### config.mk
export PLATFORM = sky130hd
export DESIGN_NAME = stepper_valve_position_drive
export DESIGN_NICKNAME = d
export VERILOG_FILES = /design/src/design/svpd_pkg.sv /design/src/design/svpd_cfg.sv /design/src/design/svpd_step.sv /design/src/design/stepper_valve_position_drive.sv
export SDC_FILE = /design/constraint.sdc
export NUM_CORES = 1
export LEC_CHECK = 0
export BUFFER_PORTS_ARGS = -buffer_cell sky130_fd_sc_hd__clkbuf_2
export CORE_MARGIN = 4
export CORE_UTILIZATION = 40
export CTS_CLUSTER_DIAMETER = 50
export DETAILED_ROUTE_END_ITERATION = 10
export PLACE_DENSITY_LB_ADDON = 0.15
export SYNTH_ARGS = -nofsm -noshare
export SYNTH_HDL_FRONTEND = slang
export SYNTH_SLANG_ARGS = --single-unit
### constraint.sdc
create_clock -name aclk -period 5.2 [get_ports aclk]
set_clock_uncertainty 0.2 [all_clocks]
set_input_delay 0.26 -clock aclk [delete_from_list [all_inputs] [get_ports aclk]]
set_output_delay 0.26 -clock aclk [all_outputs]
set_load 0.01 [all_outputs]
### src/design/svpd_pkg.sv
// ============================================================================
// svpd_pkg: shared types and constants of the stepper valve position drive
// Holds the command and status codes, the register map, the reset values and
// the coil pattern tables of the excitation modes.
// ============================================================================
package svpd_pkg;

    // Command codes carried on the input channel.
    typedef enum logic [1:0] {
        OP_TICK = 2'd0,
        OP_MOVE = 2'd1,
        OP_STOP = 2'd2
    } opcode_t;

    // Status codes reported with every result beat.
    typedef enum logic [1:0] {
        MS_OK      = 2'd0,
        MS_IGNORED = 2'd1,
        MS_STOPPED = 2'd2
    } move_status_t;

    // Excitation modes; any other code keeps the previous coil pattern.
    typedef enum logic [1:0] {
        EXC_ONE  = 2'd0,
        EXC_HALF = 2'd1,
        EXC_TWO  = 2'd2
    } exc_mode_t;

    // Register map of the configuration port.
    localparam int unsigned CFG_IDX_W  = 3;
    localparam int unsigned CFG_DATA_W = 16;
    localparam logic [CFG_IDX_W-1:0] REG_STEP_INTERVAL   = 3'd0;
    localparam logic [CFG_IDX_W-1:0] REG_EXCITATION_MODE = 3'd1;
    localparam logic [CFG_IDX_W-1:0] REG_NORMAL_OPEN     = 3'd2;
    localparam logic [CFG_IDX_W-1:0] REG_OVERRUN_LIMIT   = 3'd3;
    localparam logic [CFG_IDX_W-1:0] REG_HALL_OFFSET     = 3'd4;

    // Reset values of the registers.
    localparam logic [7:0]  RST_STEP_INTERVAL = 8'd16;
    localparam logic [1:0]  RST_EXC_MODE      = 2'd1;
    localparam logic        RST_NORMAL_OPEN   = 1'b1;
    localparam logic [15:0] RST_OVERRUN_LIMIT = 16'd200;
    localparam logic [15:0] RST_HALL_OFFSET   = 16'd50;

    // Configuration as seen by the step logic.
    typedef struct packed {
        logic [7:0]  step_interval;
        logic [1:0]  excitation_mode;
        logic        normal_open;
        logic [15:0] overrun_limit;
        logic [15:0] hall_offset;
    } cfg_t;

    // Complete drive state, updated once per input beat.
    typedef struct packed {
        logic [15:0] cur_position;
        logic [15:0] goal_position;
        logic [15:0] homing_overrun;
        logic [7:0]  pending_backout;
        logic [15:0] learned_overrun;
        logic [2:0]  coil_phase;
        logic [15:0] origin_position;
        logic        origin_seen;
        logic        run_flag;
        logic        stop_pending;
        logic        dir_flag;
        logic [7:0]  tick_count;
        logic [3:0]  coil_state;
    } drive_state_t;

    // Coil pattern for a phase in a given mode; unknown modes hold the old pattern.
    function automatic logic [3:0] coil_pattern(input logic [1:0] mode,
                                                input logic [2:0] phase,
                                                input logic [3:0] prev);
        logic [3:0] pat;
        pat = prev;
        unique case (mode)
            EXC_ONE: begin
                unique case (phase)
                    3'd0, 3'd1: pat = 4'd1;
                    3'd2, 3'd3: pat = 4'd2;
                    3'd4, 3'd5: pat = 4'd4;
                    default:    pat = 4'd8;
                endcase
            end
            EXC_HALF: begin
                unique case (phase)
                    3'd0:    pat = 4'd3;
                    3'd1:    pat = 4'd2;
                    3'd2:    pat = 4'd6;
                    3'd3:    pat = 4'd4;
                    3'd4:    pat = 4'd12;
                    3'd5:    pat = 4'd8;
                    3'd6:    pat = 4'd9;
                    default: pat = 4'd1;
                endcase
            end
            EXC_TWO: begin
                unique case (phase)
                    3'd0, 3'd1: pat = 4'd3;
                    3'd2, 3'd3: pat = 4'd6;
                    3'd4, 3'd5: pat = 4'd12;
                    default:    pat = 4'd9;
                endcase
            end
            default: pat = prev;
        endcase
        return pat;
    endfunction

endpackage

### src/design/svpd_cfg.sv
// ============================================================================
// svpd_cfg: configuration registers
// Decodes writes on the plain write port into the five drive registers.
// ============================================================================
module svpd_cfg (
    input  logic                           aclk,
    input  logic                           aresetn,
    input  logic                           cfg_we,
    input  logic [svpd_pkg::CFG_IDX_W-1:0] cfg_index,
    input  logic [svpd_pkg::CFG_DATA_W-1:0] cfg_wdata,
    output svpd_pkg::cfg_t                 cfg
);
    import svpd_pkg::*;

    cfg_t cfg_reg;
    cfg_t cfg_next;

    // Register decode; writes to unused indexes are dropped.
    always_comb begin
        cfg_next = cfg_reg;
        if (cfg_we) begin
            unique case (cfg_index)
                REG_STEP_INTERVAL:   cfg_next.step_interval   = cfg_wdata[7:0];
                REG_EXCITATION_MODE: cfg_next.excitation_mode = cfg_wdata[1:0];
                REG_NORMAL_OPEN:     cfg_next.normal_open     = cfg_wdata[0];
                REG_OVERRUN_LIMIT:   cfg_next.overrun_limit   = cfg_wdata;
                REG_HALL_OFFSET:     cfg_next.hall_offset     = cfg_wdata;
                default:             cfg_next = cfg_reg;
            endcase
        end
    end

    always_ff @(posedge aclk) begin
        if (!aresetn) begin
            cfg_reg.step_interval   <= RST_STEP_INTERVAL;
            cfg_reg.excitation_mode <= RST_EXC_MODE;
            cfg_reg.normal_open     <= RST_NORMAL_OPEN;
            cfg_reg.overrun_limit   <= RST_OVERRUN_LIMIT;
            cfg_reg.hall_offset     <= RST_HALL_OFFSET;
        end else begin
            cfg_reg <= cfg_next;
        end
    end

    assign cfg = cfg_reg;

endmodule

### src/design/svpd_step.sv
// ============================================================================
// svpd_step: drive step logic
// Works out the next drive state and the result of one command beat: the
// tick divider, the drive step, move acceptance and stop requests.
// ============================================================================
module svpd_step (
    input  svpd_pkg::cfg_t         cfg,
    input  svpd_pkg::drive_state_t st_cur,
    input  logic [1:0]             opcode,
    input  logic [15:0]            target,
    input  logic [7:0]             overshoot,
    input  logic                   origin_sensed,
    output svpd_pkg::drive_state_t st_new,
    output logic [1:0]             move_status
);
    import svpd_pkg::*;

    drive_state_t s;
    move_status_t status;
    logic [7:0]   tc;
    logic [15:0]  learn_v;
    logic [16:0]  open_goal;
    logic         go_on;

    always_comb begin
        s         = st_cur;
        status    = MS_OK;
        tc        = st_cur.tick_count;
        learn_v   = '0;
        open_goal = '0;
        go_on     = 1'b1;

        unique case (opcode)
            OP_TICK: begin
                // Divider counts down, a drive step runs when it reaches zero.
                if (tc != 8'd0) begin
                    tc = tc - 8'd1;
                end
                if (tc == 8'd0) begin
                    tc = cfg.step_interval;
                    if (!s.run_flag) begin
                        s.coil_state = 4'd0;
                    end else begin
                        if (s.stop_pending) begin
                            s.stop_pending  = 1'b0;
                            s.goal_position = s.cur_position;
                        end
                        if (s.goal_position > s.cur_position) begin
                            // Opening step, with overrun learning from the sensor.
                            s.cur_position = s.cur_position + 16'd1;
                            s.coil_phase   = cfg.normal_open ? s.coil_phase - 3'd1
                                                             : s.coil_phase + 3'd1;
                            if (origin_sensed) begin
                                s.origin_position = s.cur_position;
                                s.origin_seen     = 1'b1;
                            end else if (s.origin_seen) begin
                                learn_v = (s.origin_position > cfg.hall_offset)
                                        ? s.origin_position - cfg.hall_offset : 16'd0;
                                s.learned_overrun = (learn_v > cfg.overrun_limit)
                                                  ? cfg.overrun_limit : learn_v;
                            end
                            s.coil_state = coil_pattern(cfg.excitation_mode,
                                                        s.coil_phase, s.coil_state);
                        end else if (s.goal_position < s.cur_position) begin
                            if (origin_sensed &&
                                (s.homing_overrun >= s.learned_overrun)) begin
                                // Overrun limit reached past the origin sensor.
                                s.goal_position  = 16'd0;
                                s.cur_position   = 16'd0;
                                s.homing_overrun = 16'd0;
                                s.coil_state     = 4'd0;
                            end else begin
                                if (origin_sensed) begin
                                    s.homing_overrun = s.homing_overrun + 16'd1;
                                end
                                // Closing step.
                                if (s.cur_position != 16'd0) begin
                                    s.cur_position = s.cur_position - 16'd1;
                                    s.coil_phase   = cfg.normal_open
                                                   ? s.coil_phase + 3'd1
                                                   : s.coil_phase - 3'd1;
                                end else begin
                                    s.homing_overrun = 16'd0;
                                    s.run_flag       = 1'b0;
                                    s.goal_position  = 16'd0;
                                    s.coil_state     = 4'd0;
                                end
                                if (s.run_flag) begin
                                    s.coil_state = coil_pattern(cfg.excitation_mode,
                                                                s.coil_phase,
                                                                s.coil_state);
                                end
                            end
                        end else if ((s.goal_position != 16'd0) &&
                                     (s.pending_backout != 8'd0)) begin
                            // Goal reached on opening: back the overshoot out.
                            s.goal_position   = s.goal_position -
                                                {8'd0, s.pending_backout};
                            s.pending_backout = 8'd0;
                        end else begin
                            s.homing_overrun = 16'd0;
                            s.coil_state     = 4'd0;
                            s.run_flag       = 1'b0;
                        end
                    end
                end
                s.tick_count = tc;
            end
            OP_MOVE: begin
                // A running move may only continue in the same direction.
                if (s.run_flag) begin
                    if (s.dir_flag && (s.cur_position < target)) begin
                        go_on = 1'b1;
                    end else if (!s.dir_flag && (s.cur_position > target)) begin
                        if (target == 16'd0) begin
                            go_on  = 1'b0;
                            status = MS_IGNORED;
                        end
                    end else begin
                        go_on          = 1'b0;
                        s.stop_pending = 1'b1;
                        status         = MS_STOPPED;
                    end
                end
                if (go_on && (s.cur_position == target)) begin
                    go_on  = 1'b0;
                    status = MS_IGNORED;
                end
                if (go_on) begin
                    if (target == 16'd0) begin
                        s.homing_overrun = 16'd0;
                        s.goal_position  = 16'd0;
                    end else if (s.cur_position >= target) begin
                        s.dir_flag        = 1'b0;
                        s.homing_overrun  = 16'd0;
                        s.pending_backout = 8'd0;
                        s.goal_position   = target;
                    end else begin
                        // Opening goal saturates at full scale.
                        open_goal = {1'b0, target} + {9'd0, overshoot};
                        if (open_goal[16]) begin
                            open_goal = 17'h0FFFF;
                        end
                        s.dir_flag        = 1'b1;
                        s.goal_position   = open_goal[15:0];
                        s.pending_backout = 8'(open_goal[15:0] - target);
                    end
                    s.run_flag   = 1'b1;
                    s.tick_count = cfg.step_interval;
                end
            end
            OP_STOP: begin
                s.stop_pending = 1'b1;
            end
            default: begin
                s = st_cur;
            end
        endcase
    end

    assign st_new      = s;
    assign move_status = status;

endmodule

### src/design/stepper_valve_position_drive.sv
// ============================================================================
// stepper_valve_position_drive: stepper valve position drive, top level
// Input register, drive state, step logic and result register.
// ============================================================================
// Usage
// Each input beat on the s_ channel is a timer tick, a move command or a
// stop request; every beat yields exactly one result beat on the m_ channel
// carrying the coil drive bits, the running flag, the position, the last
// direction and the move status. Configuration is written through the plain
// cfg_ write port while the drive is idle.
// A beat is held in the input register, then passes through the step logic
// into the result register. Throughput is one beat per cycle while the
// receiver does not stall, since the whole drive state is updated by
// combinational logic as the beat leaves the input register.
// When the receiver stalls, the result register holds its beat and the input
// register can still take one more beat; s_ready then falls until m_ready
// returns. Reset (aresetn low, synchronous) empties both registers, restores
// the register defaults and clears the drive state, with the coils off and
// the learned overrun set to the default overrun limit.
// ============================================================================
module stepper_valve_position_drive (
    input  logic                            aclk,
    input  logic                            aresetn,
    input  logic                            cfg_we,
    input  logic [svpd_pkg::CFG_IDX_W-1:0]  cfg_index,
    input  logic [svpd_pkg::CFG_DATA_W-1:0] cfg_wdata,
    input  logic                            s_valid,
    output logic                            s_ready,
    input  logic [1:0]                      s_opcode,
    input  logic [15:0]                     s_target,
    input  logic [7:0]                      s_overshoot,
    input  logic                            s_origin_sensed,
    output logic                            m_valid,
    input  logic                            m_ready,
    output logic [3:0]                      m_coils,
    output logic                            m_running,
    output logic [15:0]                     m_position,
    output logic                            m_direction,
    output logic [1:0]                      m_move_status
);
    import svpd_pkg::*;

    cfg_t         cfg;
    drive_state_t st_reg;
    drive_state_t st_next;
    logic [1:0]   status_next;

    logic         in_valid_reg;
    logic [1:0]   in_opcode_reg;
    logic [15:0]  in_target_reg;
    logic [7:0]   in_overshoot_reg;
    logic         in_origin_reg;

    logic         res_valid_reg;
    logic [3:0]   res_coils_reg;
    logic         res_running_reg;
    logic [15:0]  res_position_reg;
    logic         res_direction_reg;
    logic [1:0]   res_status_reg;

    logic         advance;

    svpd_cfg u_cfg (
        .aclk      (aclk),
        .aresetn   (aresetn),
        .cfg_we    (cfg_we),
        .cfg_index (cfg_index),
        .cfg_wdata (cfg_wdata),
        .cfg       (cfg)
    );

    svpd_step u_step (
        .cfg           (cfg),
        .st_cur        (st_reg),
        .opcode        (in_opcode_reg),
        .target        (in_target_reg),
        .overshoot     (in_overshoot_reg),
        .origin_sensed (in_origin_reg),
        .st_new        (st_next),
        .move_status   (status_next)
    );

    // A beat moves on when the result register is empty or being emptied.
    assign advance = in_valid_reg && (!res_valid_reg || m_ready);
    assign s_ready = !in_valid_reg || advance;

    // Input register.
    always_ff @(posedge aclk) begin
        if (!aresetn) begin
            in_valid_reg <= 1'b0;
        end else if (s_ready) begin
            in_valid_reg <= s_valid;
        end
    end

    always_ff @(posedge aclk) begin
        if (s_valid && s_ready) begin
            in_opcode_reg    <= s_opcode;
            in_target_reg    <= s_target;
            in_overshoot_reg <= s_overshoot;
            in_origin_reg    <= s_origin_sensed;
        end
    end

    // Drive state, updated once per beat.
    always_ff @(posedge aclk) begin
        if (!aresetn) begin
            st_reg.cur_position    <= 16'd0;
            st_reg.goal_position   <= 16'd0;
            st_reg.homing_overrun  <= 16'd0;
            st_reg.pending_backout <= 8'd0;
            st_reg.learned_overrun <= RST_OVERRUN_LIMIT;
            st_reg.coil_phase      <= 3'd0;
            st_reg.origin_position <= 16'd0;
            st_reg.origin_seen     <= 1'b0;
            st_reg.run_flag        <= 1'b0;
            st_reg.stop_pending    <= 1'b0;
            st_reg.dir_flag        <= 1'b0;
            st_reg.tick_count      <= 8'd0;
            st_reg.coil_state      <= 4'd0;
        end else if (advance) begin
            st_reg <= st_next;
        end
    end

    // Result register.
    always_ff @(posedge aclk) begin
        if (!aresetn) begin
            res_valid_reg <= 1'b0;
        end else if (advance) begin
            res_valid_reg <= 1'b1;
        end else if (m_ready) begin
            res_valid_reg <= 1'b0;
        end
    end

    always_ff @(posedge aclk) begin
        if (advance) begin
            res_coils_reg     <= st_next.coil_state;
            res_running_reg   <= st_next.run_flag;
            res_position_reg  <= st_next.cur_position;
            res_direction_reg <= st_next.dir_flag;
            res_status_reg    <= status_next;
        end
    end

    assign m_valid       = res_valid_reg;
    assign m_coils       = res_coils_reg;
    assign m_running     = res_running_reg;
    assign m_position    = res_position_reg;
    assign m_direction   = res_direction_reg;
    assign m_move_status = res_status_reg;

endmodule

---- Word-level counts from Yosys, hierarchy flattened ----
Cells that the tools add are included.
operators by class
  add/subtract/negate cells ............... 10
  order comparisons ....................... 8
  equality and inequality tests ........... 35
  multiplexer cells ....................... 106
  bitwise logic cells ..................... 3
  reduce and logical (&&, ||, !) cells .... 47
operators with widths
  kind                                                                   number
  16-bit 2-to-1 mux                                                      23
  94-bit 2-to-1 mux                                                      2
  32-bit 2-to-1 mux                                                      3
  40-bit 2-to-1 mux                                                      2
  40-bit one-hot mux with 2 select lines                                 1
  4-bit one-hot mux with 3 select lines                                  6
  16-bit > comparator                                                    4
  8-bit 2-to-1 mux                                                       7
  4-bit one-hot mux with 7 select lines                                  2
  48-bit 2-to-1 mux                                                      1
  3-bit 2-to-1 mux                                                       12
  4-bit 2-to-1 mux                                                       9
  17-bit 2-to-1 mux                                                      2
  16-bit by 1-bit adder with 16-bit output, second input constant        2
  16-bit >= comparator                                                   2
  16-bit < comparator                                                    2
  16-bit nonzero test                                                    2
  1-bit 2-to-1 mux                                                       31
  3-bit equality test, second input constant                             7
  3-bit by 2-bit equality test with 1-bit output, second input constant  6
  9-bit AND reduction                                                    2
  16-bit by 8-bit adder with 17-bit output                               1
  16-bit equality test                                                   1
  16-bit logical NOT                                                     1
  37 further kinds                                                       78
word-level totals
  bits in registers ....................... 203
  output and inout bits ................... 26
  logic and storage cells ................. 239

---- Longest topological paths before layout ----
Gate-level depths: netlist of run 1.
  depth after elaboration ................. 23
  gate-level depth with buffers ........... 22

---- By module ----
Synthesis of run 1 repeated with hierarchy kept, for this count alone.
unflattened totals
  cell total of the unflattened synthesis .. 1980
  area, all modules ....................... 15802.7 um^2
modules (own cells, without submodules)
  module                        instances  cells each  area each (um^2)  seq. area each (um^2)
  svpd_step                     1          1286        8210.4            0.0
  stepper_valve_position_drive  1          525         5888.1            3713.6
  svpd_cfg                      1          169         1704.1            860.8

---- Worst setup path after synthesis of run 1 ----
No wires, ideal clock.
  path type ............................... flip-flop to flip-flop
  from .................................... reg st_reg[16] (netlist bit)
  to ...................................... reg st_reg[46] (netlist bit)
  library setup time ...................... 87 ps
  arrival ................................. 4449 ps
  path slack .............................. 464 ps
  cell stages (with the launch flop) ...... 22
  path buffers ............................ 3
  clock period less this slack ............ 4736 ps
  cells stage by stage .................... dfxtp_1 > inv_1 > ha_1 > inv_1 > fa_1 > a21o_1 > a221oi_1 > o21ai_0 > o41ai_1 > or2_2 > clkbuf_1 > buf_1 > nor2_1 > ha_1 > nand3_1 > o21bai_1 > a21oi_1 > o21bai_1 > a31oi_1 > clkbuf_1 > a21oi_1 > a221oi_2
between the ends
  cells in the longest elaborated chain, start to end .. 4
  elaborated cells between the ends (all ways) .. 5
  classes of those cells .................. add/sub: 1; order compare: 2; mux: 2
ends and longest elaborated chain
  element                                                          line                                 text
  start: declaration                                               stepper_valve_position_drive.sv:44   drive_state_t st_reg;
  start signal: assignment                                         stepper_valve_position_drive.sv:122  st_reg <= st_next;
  16-bit subtractor / 16-bit > comparator (equally long branches)  svpd_step.sv:58, svpd_step.sv:57
  16-bit 2-to-1 mux (*)                                            svpd_step.sv:58                      ? s.origin_position - cfg.hall_offset : 16'd0;
  16-bit > comparator                                              svpd_step.sv:59                      s.learned_overrun = (learn_v > cfg.overrun_limit)
  16-bit 2-to-1 mux (*)                                            svpd_step.sv:60                      ? cfg.overrun_limit : learn_v;
Every way passes the cells marked *; elsewhere a longest branch is shown, timed or not.
A chain may end at the register's enable or synchronous reset.

---- Final worst setup path of run 1 ----
  from .................................... reg st_reg[16] (netlist bit)
  to ...................................... reg st_reg[43] (netlist bit)
The elaborated chain is that of the path after synthesis.

==> results of run 1 <==
==> layer usage <==
metal | track usage (%) | routed length [um]
met1 | 31.5 | 20800
met2 | 38.7 | 21600
met3 | 3.19 | 2610
met4 | 7.47 | 1630
met5 | 0 | 0
==> worst paths after layout <==
kind                        startpoint                         end  slack, ns  cells after the start
max reg2reg    st_reg[16]$_SDFFE_PN0P_     st_reg[43]$_SDFFE_PN0P_       0.45                     21
min                       cfg_index[2]  u_cfg.cfg[32]$_SDFFE_PN1P_       0.04                      4
max            st_reg[16]$_SDFFE_PN0P_     st_reg[43]$_SDFFE_PN0P_       0.45                     21
min reg2reg  u_cfg.cfg[7]$_SDFFE_PN0P_   u_cfg.cfg[7]$_SDFFE_PN0P_       0.25                      2
==> per-stage QoR <==
step / power [W] / setup slack (ns) / instances
floorplan: 0.00231 / 0.464 / 1779
global placement: 0.00260 / 0.644 / 2251
detailed placement: 0.00260 / 0.527 / 2251
CTS: 0.00475 / 0.486 / 2357
global route: 0.00492 / 0.107 / 2357
finish: 0.00471 / 0.446 / 2357
==> placed cells by master, fill, tap and decap left out, types with 9 or more instances in the layout <==
cell type,instances
a211o_1,12
a211oi_1,24
a21o_1,23
a21oi_1,172
a221oi_1,9
a221oi_2,10
a31oi_1,17
and2_1,10
and3_1,30
and4_1,9
buf_4,34
clkbuf_16,31
clkbuf_2,76
dfxtp_1,152
dlygate4sd3_1,48
edfxtp_1,51
ha_1,113
inv_1,117
mux2_2,23
mux2i_1,10
nand2_1,177
nand2b_1,20
nand3_1,55
nand3b_1,16
nand4_1,21
nor2_1,119
nor2b_1,13
nor3_1,57
nor4_1,21
o211ai_1,23
o21a_1,13
o21ai_0,120
o21ai_1,16
o311ai_0,18
or3_1,25
or4_1,10
xnor2_1,36
xor2_1,15
==> worst max-delay path: stages, from the launching register on <==
cell	delay, ns
dfxtp_1	0.31
inv_1	0.05
ha_1	0.15
inv_1	0.05
fa_1	0.40
a21o_1	0.21
a221oi_1	0.27
buf_4	0.18
o21ai_0	0.08
o41ai_1	0.31
or2_2	0.33
buf_4	0.29
nor2_1	0.09
ha_1	0.32
nand3_1	0.13
o21bai_1	0.14
a21oi_1	0.06
o21bai_1	0.18
a31oi_2	0.14
buf_4	0.22
or3_1	0.34
a221oi_2	0.21
==> layout make-up <==
type / instances / area, um^2 / share of cell area, %
Clock buffer: 35 / 831 / 4.97
Multi-Input combinational cell: 1357 / 8950 / 53.6
Inverter: 120 / 452 / 2.70
Timing Repair Buffer: 158 / 1120 / 6.68
Clock inverter: 23 / 215 / 1.29
Tap cell: 461 / 577 / 3.45
Sequential cell: 203 / 4570 / 27.4
==> cells by family after synthesis <==
group           after synthesis
simple gates                611
compound gates              544
buf+inv                     219
flops                       203
fa+ha+maj                   117
xor+xnor                     52
mux                          33
==> repair_timing <==
action | CTS | global route
buffers inserted | 0 | 0
hold buffers | 48 | 0
hold endpoints to repair | 72 | 0
==> power groups by stage <==
stage	Clock, W	Sequential (W)	Combinational [W]
finish	0.00209	0.00170	0.000918
global placement	0	0.00173	0.000863
global route	0.00221	0.00170	0.00100
CTS	0.00215	0.00170	0.000903
detailed placement	0	0.00173	0.000869
floorplan	0	0.00172	0.000592
==> qor.csv, run 1 <==
metric,value,unit
status,"complete, no violations",
synth_seq_cells,203,
cts-root-buf,clkbuf_16,
synth-xor-area-share,3.27,%
clockPowerShare,44.4,%
layout-drive-gt1-share,11.9,%
drv_slew,0,
startpoint_type,flip-flop,
synth_top_family_by_area,compound AO/OA/AOI/OAI gates,
clk-insertion-delay-late,0.58,ns
intPower,0.00323,W
synth-async-reset-ratio,0,%
layout.nets,2039,
ys.flop_type,dfxtp_1,
hold_viol_final,0,
switchingPower,0.00148,W
power_density,282,nW/um^2
rsz0062_at_grt,no,
worstPathArrival,5.03,ns
ys_seq_area_share,31.8,%
pwr-share-seq,36.1,%
relSlewSlack,44.1,%
cts_buffers,31,
tritoncts,built,
synthesis.nets,1947,
worstSetupPathType,flip-flop to flip-flop,
cts_sinks,203,
largest_register_ffs,107,
htree_num_levels,1,
synth_compound_area_share,24.6,%
timing.fmax,0.210,GHz
peakVddDrop,0.000247,V
syn2layout_area_growth,16.4,%
clk_pin_slew,0.06,ns
antennaDiodeCount,0,
grt_pass1_wl,73.8,mm
die_x,198,um
vias,13952,
clockBufferDepth,3,
dieArea,39000,um^2
place.gp.congestion,0.923,
critPathRequiredTime,5.48,ns
synth_simple_gate_area_share,21.4,%
synthTopCellsByCount,"177 x nand2_1, 172 x a21oi_1, 152 x dfxtp_1",
synth.distinct_cells,90,
fillerInstances,3494,
end_kind,flip-flop,
worstPathMaxFanout,19,
drcViolationCount,0,
yosysMostFrequentCell,nand2_1,
io_buffers,76,
yosys.area.top_type,dfxtp_1,
syn_inst,1779,
drv_cap,0,
worst_pin_slew,0.838,ns
die_h,198,um
antenna_found_initial,0,
leakage,6.55,nW
synthMuxAreaShare,2.50,%
postRouteAntennaNets,0,
place_hpwl,34.8,mm
drt_iter0_markers,744,
yosysWarningCount,0,
core_region_area,35500,um^2
synth-edff-count,51,
cts-resized-gates,0,
min_period,4.75,ns
synth_top_area_share,21.2,%
final_core_util,47.1,%
dr.pass1.iters,5,
avgSynthCellArea,8.08,um^2
design_area,16700,um^2
synth.cell_area,14400,um^2
synth-adder-area-share,10.4,%
grt_max_degree,54,
post_drt_wl_per_cell,19.8,um
hold_path.class,primary input to flip-flop,
grt_usage,23.3,%
postPlaceCellArea,15200,um^2
setup_tns,0,ns
finalSetupViolCount,0,
start_util,40.5,%
rows,69,
drt-total-wl,46.7,mm
num_io_pins,77,
via_per_inst,5.92,
min_period_over_period,91.4,%
first_global_vias,13350,
netSwitchingFraction,31.5,%
fin_hold_ws,0.0399,ns
pwr-share-comb,19.5,%
synth_area_leaders,"dfxtp_1 21%, edfxtp_1 11%, ha_1 9.8%",
grt_overflow,0,
(Power assumes the default switching activity.)
==> run 2: changes to the inputs <==
CTS_BUF_LIST = sky130_fd_sc_hd__clkbuf_4 sky130_fd_sc_hd__clkbuf_8   (was unset)
==> qor.csv, run 2 (synthesized netlist as in run 1, its figures left out) <==
metric,value,unit
dr.pass1.iters,5,
cts_sinks,203,
grt_max_degree,54,
start_util,40.5,%
finalNonFillerCells,2372,
leakage,6.47,nW
drcViolationCount,0,
vias,13980,
clk_pin_slew,0.07,ns
dp.cells,2251,
end_kind,flip-flop,
antenna_found_initial,0,
num_io_pins,77,
cp-startpoint,st_reg[16]$_SDFFE_PN0P_,
syn2layout_area_growth,14.8,%
layout-drive-gt1-share,12.4,%
p_total,0.00429,W
drv_slew,0,
finalSetupViolCount,0,
worstSetupPathType,flip-flop to flip-flop,
clk-insertion-delay-late,0.60,ns
final_cell_mix,"177 x nand2_1, 172 x a21oi_1, 152 x dfxtp_1",
grt_usage,23.6,%
htree_num_levels,2,
path_common_cell,buf_4,
cts-resized-gates,0,
cp.depth,21,
final_common_cell,nand2_1,
first_global_vias,13408,
clockBufferDepth,3,
relSlewSlack,41.3,%
design_area,16500,um^2
via_per_inst,5.89,
io_buffers,76,
critPathBufInv,5,
min_period_over_period,90.4,%
layout.nets,2049,
post_drt_wl_per_cell,19.8,um
die_x,198,um
hold_depth,4,
hold_viol_final,0,
postRouteAntennaNets,0,
postPlaceCellArea,15200,um^2
largest_register_ffs,107,
r2r_slack,0.50,ns
place.gp.congestion,0.923,
setup_tns,0,ns
crit_end,st_reg[43]$_SDFFE_PN0P_,
timing.fmax,0.213,GHz
reg2reg_depth,21,
antennaDiodeCount,0,
peakVddDrop,0.000210,V
fin_hold_ws,0.112,ns
power_density,260,nW/um^2
cts-root-buf,clkbuf_8,
cts_buffers,40,
drv_cap,0,
hold_path.class,primary input to flip-flop,
critPathRequiredTime,5.52,ns
critPathMaxStageDelay,0.40,ns
worstPathArrival,5.02,ns
rr_startpoint,st_reg[16]$_SDFFE_PN0P_,
grt_pass1_wl,73.9,mm
reg2reg_to,st_reg[43]$_SDFFE_PN0P_,
critPathTopFamily,compound AO/OA/AOI/OAI gates,
worst_pin_slew,0.880,ns
core_region_area,35500,um^2
worstPathMaxFanout,19,
min_period,4.70,ns
drt_iter0_markers,862,
dieArea,39000,um^2
startpoint_type,flip-flop,
rsz0062_at_grt,no,
slowest_stage,fa_1,
drt-total-wl,46.9,mm
tritoncts,built,
status,"complete, no violations",
post-cts-setup-buffers,0,
place_hpwl,34.8,mm
rows,69,
path_cells,inv_1 > ha_1 > inv_1 > fa_1 > a21o_1 > a221oi_1 > buf_4 > o21ai_0 > o41ai_1 > or2_2 > buf_4 > nor2_1 > ha_1 > nand3_1 > o21bai_1 > a21oi_1 > o21bai_1 > a31oi_2 > buf_4 > or3_1 > a221oi_2,
grt_overflow,0,
die_h,198,um
[run 2: worst min-delay path by stage]
| stage | start | end | slack (ns) |
|---|---|---|---|
| after detailed placement | s_target[7] | in_target_reg[7]$_DFFE_PP_ | 0.24 |
| after global placement | s_target[1] | in_target_reg[1]$_DFFE_PP_ | 0.24 |
| after CTS | cfg_we | u_cfg.cfg[32]$_SDFFE_PN1P_ | 0.06 |
| after global routing | cfg_we | u_cfg.cfg[32]$_SDFFE_PN1P_ | 0.14 |
| final | cfg_we | u_cfg.cfg[32]$_SDFFE_PN1P_ | 0.11 |
| after floorplan | s_opcode[0] | in_opcode_reg[0]$_DFFE_PP_ | 0.16 |
[run 2: power by group]
group | internal, W | switching (W) | leakage [nW] | total, W
logic | 0.000340 | 0.000581 | 4.32 | 0.000921
clock network | 0.000942 | 0.000726 | 0.428 | 0.00167
registers | 0.00166 | 0.0000396 | 1.73 | 0.00170
[run 2: worst reg2reg max path, stage by stage, from the launching register on]
cell,delay [ns]
dfxtp_1,0.31
inv_1,0.05
ha_1,0.15
inv_1,0.05
fa_1,0.40
a21o_1,0.21
a221oi_1,0.27
buf_4,0.18
o21ai_0,0.08
o41ai_1,0.31
or2_2,0.33
buf_4,0.29
nor2_1,0.09
ha_1,0.32
nand3_1,0.11
o21bai_1,0.11
a21oi_1,0.06
o21bai_1,0.18
a31oi_2,0.14
buf_4,0.22
or3_1,0.34
a221oi_2,0.21
[run 2: metal layers]
layer | part of all wire (%) | GRT usage, % | vias up
li1 | - | - | 6780
met1 | 45 | 31.5 | 6679
met2 | 47 | 38.8 | 424
met3 | 5.5 | 3.51 | 97
met4 | 3.2 | 8.82 | 0
met5 | 0 | 0 | -
[run 2: through the flow]
stage / utilization (%) / setup slack [ns]
global placement: 42.8 / 0.644
CTS: 46.5 / 0.523
finish: 46.5 / 0.497
global route: 46.5 / 0.0987
detailed placement: 42.8 / 0.527
floorplan: - / 0.464
[run 2: what timing repair did]
item | 4_1_cts | 5_1_grt
setup endpoints to repair | 0 | 0
hold endpoints to repair | 72 | 0
hold buffers | 49 | 0
[run 2: final cells by class]
type | count | area [um^2]
Multi-Input combinational cell | 1357 | 8950
Clock buffer | 59 | 724
Tap cell | 461 | 577
Clock inverter | 13 | 92.6
Fill cell | 3529 | 19000
Sequential cell | 203 | 4570
Inverter | 120 | 452
Timing Repair Buffer | 159 | 1130
==> run 3: changes to the inputs <==
CTS_BUF_LIST = sky130_fd_sc_hd__clkbuf_4   (was sky130_fd_sc_hd__clkbuf_4 sky130_fd_sc_hd__clkbuf_8)
==> qor.csv, run 3 (synthesized netlist as in run 1, its figures left out) <==
metric,value,unit
pwr-share-seq,40.1,%
vias,14321,
cts_sinks,203,
critPathTopFamily,compound AO/OA/AOI/OAI gates,
place.gp.congestion,0.923,
grtUsageMet1,31.5,%
clockPowerShare,37.7,%
timing.fmax,0.214,GHz
min_period,4.68,ns
largest_register_ffs,107,
postRouteAntennaNets,0,
ctsHoldBuffers,80,
slowest_stage,fa_1,
htree_num_levels,2,
worstPathArrival,5.13,ns
postPlaceCellArea,15200,um^2
rsz0062_at_grt,no,
grt_usage,24.0,%
critPathMaxStageDelay,0.40,ns
dieArea,39000,um^2
worstSetupPathType,flip-flop to flip-flop,
clk-insertion-delay-late,0.82,ns
drt_iter0_markers,891,
die_h,198,um
finalSetupViolCount,0,
multi_input_area,8950,um^2
first_global_vias,13828,
grt_pass1_wl,75.4,mm
setup_tns,0,ns
place_hpwl,34.8,mm
final_common_cell,nand2_1,
via_per_inst,5.86,
drcViolationCount,0,
dr.pass1.iters,5,
p_total,0.00424,W
io_buffers,76,
core_region_area,35500,um^2
switchingPower,0.00139,W
min_period_over_period,90.0,%
die_x,198,um
cts-resized-gates,0,
netSwitchingFraction,32.8,%
hold_path.class,primary input to flip-flop,
dp.cells,2251,
clk_pin_slew,0.06,ns
cts_buffers,60,
drt-total-wl,47.8,mm
tritoncts,built,
clockBufferDepth,3,
worst_pin_slew,0.859,ns
path_common_cell,buf_4,
layout.nets,2100,
relSlewSlack,42.7,%
path_cells,inv_1 > ha_1 > inv_1 > fa_1 > a21o_1 > a221oi_1 > buf_4 > o21ai_0 > o41ai_1 > or2_2 > buf_4 > nor2_1 > ha_1 > nand3_1 > o21bai_1 > a21oi_1 > o21bai_1 > a31oi_2 > buf_4 > or3_1 > a221oi_2,
intPower,0.00285,W
post_drt_wl_per_cell,19.6,um
grt_max_degree,54,
power_density,253,nW/um^2
use_met3,3.84,%
drv_cap,0,
met2_usage,39.7,%
final_cell_mix,"177 x nand2_1, 172 x a21oi_1, 152 x dfxtp_1",
leakage,6.65,nW
fin_hold_ws,0.114,ns
design_area,16800,um^2
rows,69,
pwr-share-comb,22.2,%
drv_slew,0,
worstPathMaxFanout,19,
fillerInstances,3515,
critPathBufInv,5,
startpoint_type,flip-flop,
start_util,40.5,%
ff_latch_area,4570,um^2
critPathRequiredTime,5.65,ns
grt_overflow,0,
top_usage_layer,met2,
hold_viol_final,0,
peakVddDrop,0.000175,V
num_io_pins,77,
layout-drive-gt1-share,13.5,%
finalNonFillerCells,2443,
syn2layout_area_growth,16.8,%
end_kind,flip-flop,
status,"complete, no violations",
antenna_found_initial,1,
post-cts-setup-buffers,0,
cts-root-buf,clkbuf_4,
run 3: through the flow:
stage	utilization [%]	setup WS [ns]
after global placement	42.8	0.644
after global routing	47.3	0.118
after floorplan	-	0.464
after CTS	47.3	0.531
final	47.3	0.518
after detailed placement	42.8	0.527
run 3: final timing paths:
check,cells past startpoint,slack [ns],start,to
max,21,0.52,st_reg[16]$_SDFFE_PN0P_,st_reg[37]$_SDFFE_PN0P_
min,4,0.11,cfg_wdata[11],u_cfg.cfg[11]$_SDFFE_PN0P_
max reg2reg,21,0.52,st_reg[16]$_SDFFE_PN0P_,st_reg[37]$_SDFFE_PN0P_
min reg2reg,2,0.26,u_cfg.cfg[7]$_SDFFE_PN0P_,u_cfg.cfg[7]$_SDFFE_PN0P_
run 3: worst min-delay path, stage by stage:
cell	delay, ns
dlygate4sd3_1	0.53
clkbuf_2	0.11
nand2_1	0.06
a21oi_1	0.05
run 3: final cells by class:
| type | count | area share (%) |
|---|---|---|
| inverter | 120 | 2.69 |
| tap | 461 | 3.44 |
| sequential | 203 | 27.3 |
| antenna | 1 | 0.0149 |
| timing repair buffer | 190 | 8.56 |
| clock inverter | 22 | 0.723 |
| clock buffer | 89 | 3.98 |
| multi-input combinational | 1357 | 53.3 |
run 3: routing by layer:
layer | up-vias | part of all wire, % | wire length, um
met2 | 466 | 47 | 22400
met5 | - | 0 | 0
met4 | 0 | 3.4 | 1610
met1 | 6826 | 44 | 21000
met3 | 107 | 5.8 | 2790
li1 | 6922 | - | -
run 3: power by group through the flow:
stage / logic, W / clock network, W / registers [W]
6_report: 0.000940 / 0.00160 / 0.00170
5_1_grt: 0.00103 / 0.00174 / 0.00170
4_1_cts: 0.000921 / 0.00165 / 0.00170
3_5_place_dp: 0.000869 / 0 / 0.00173
3_3_place_gp: 0.000863 / 0 / 0.00173
2_1_floorplan: 0.000592 / 0 / 0.00172
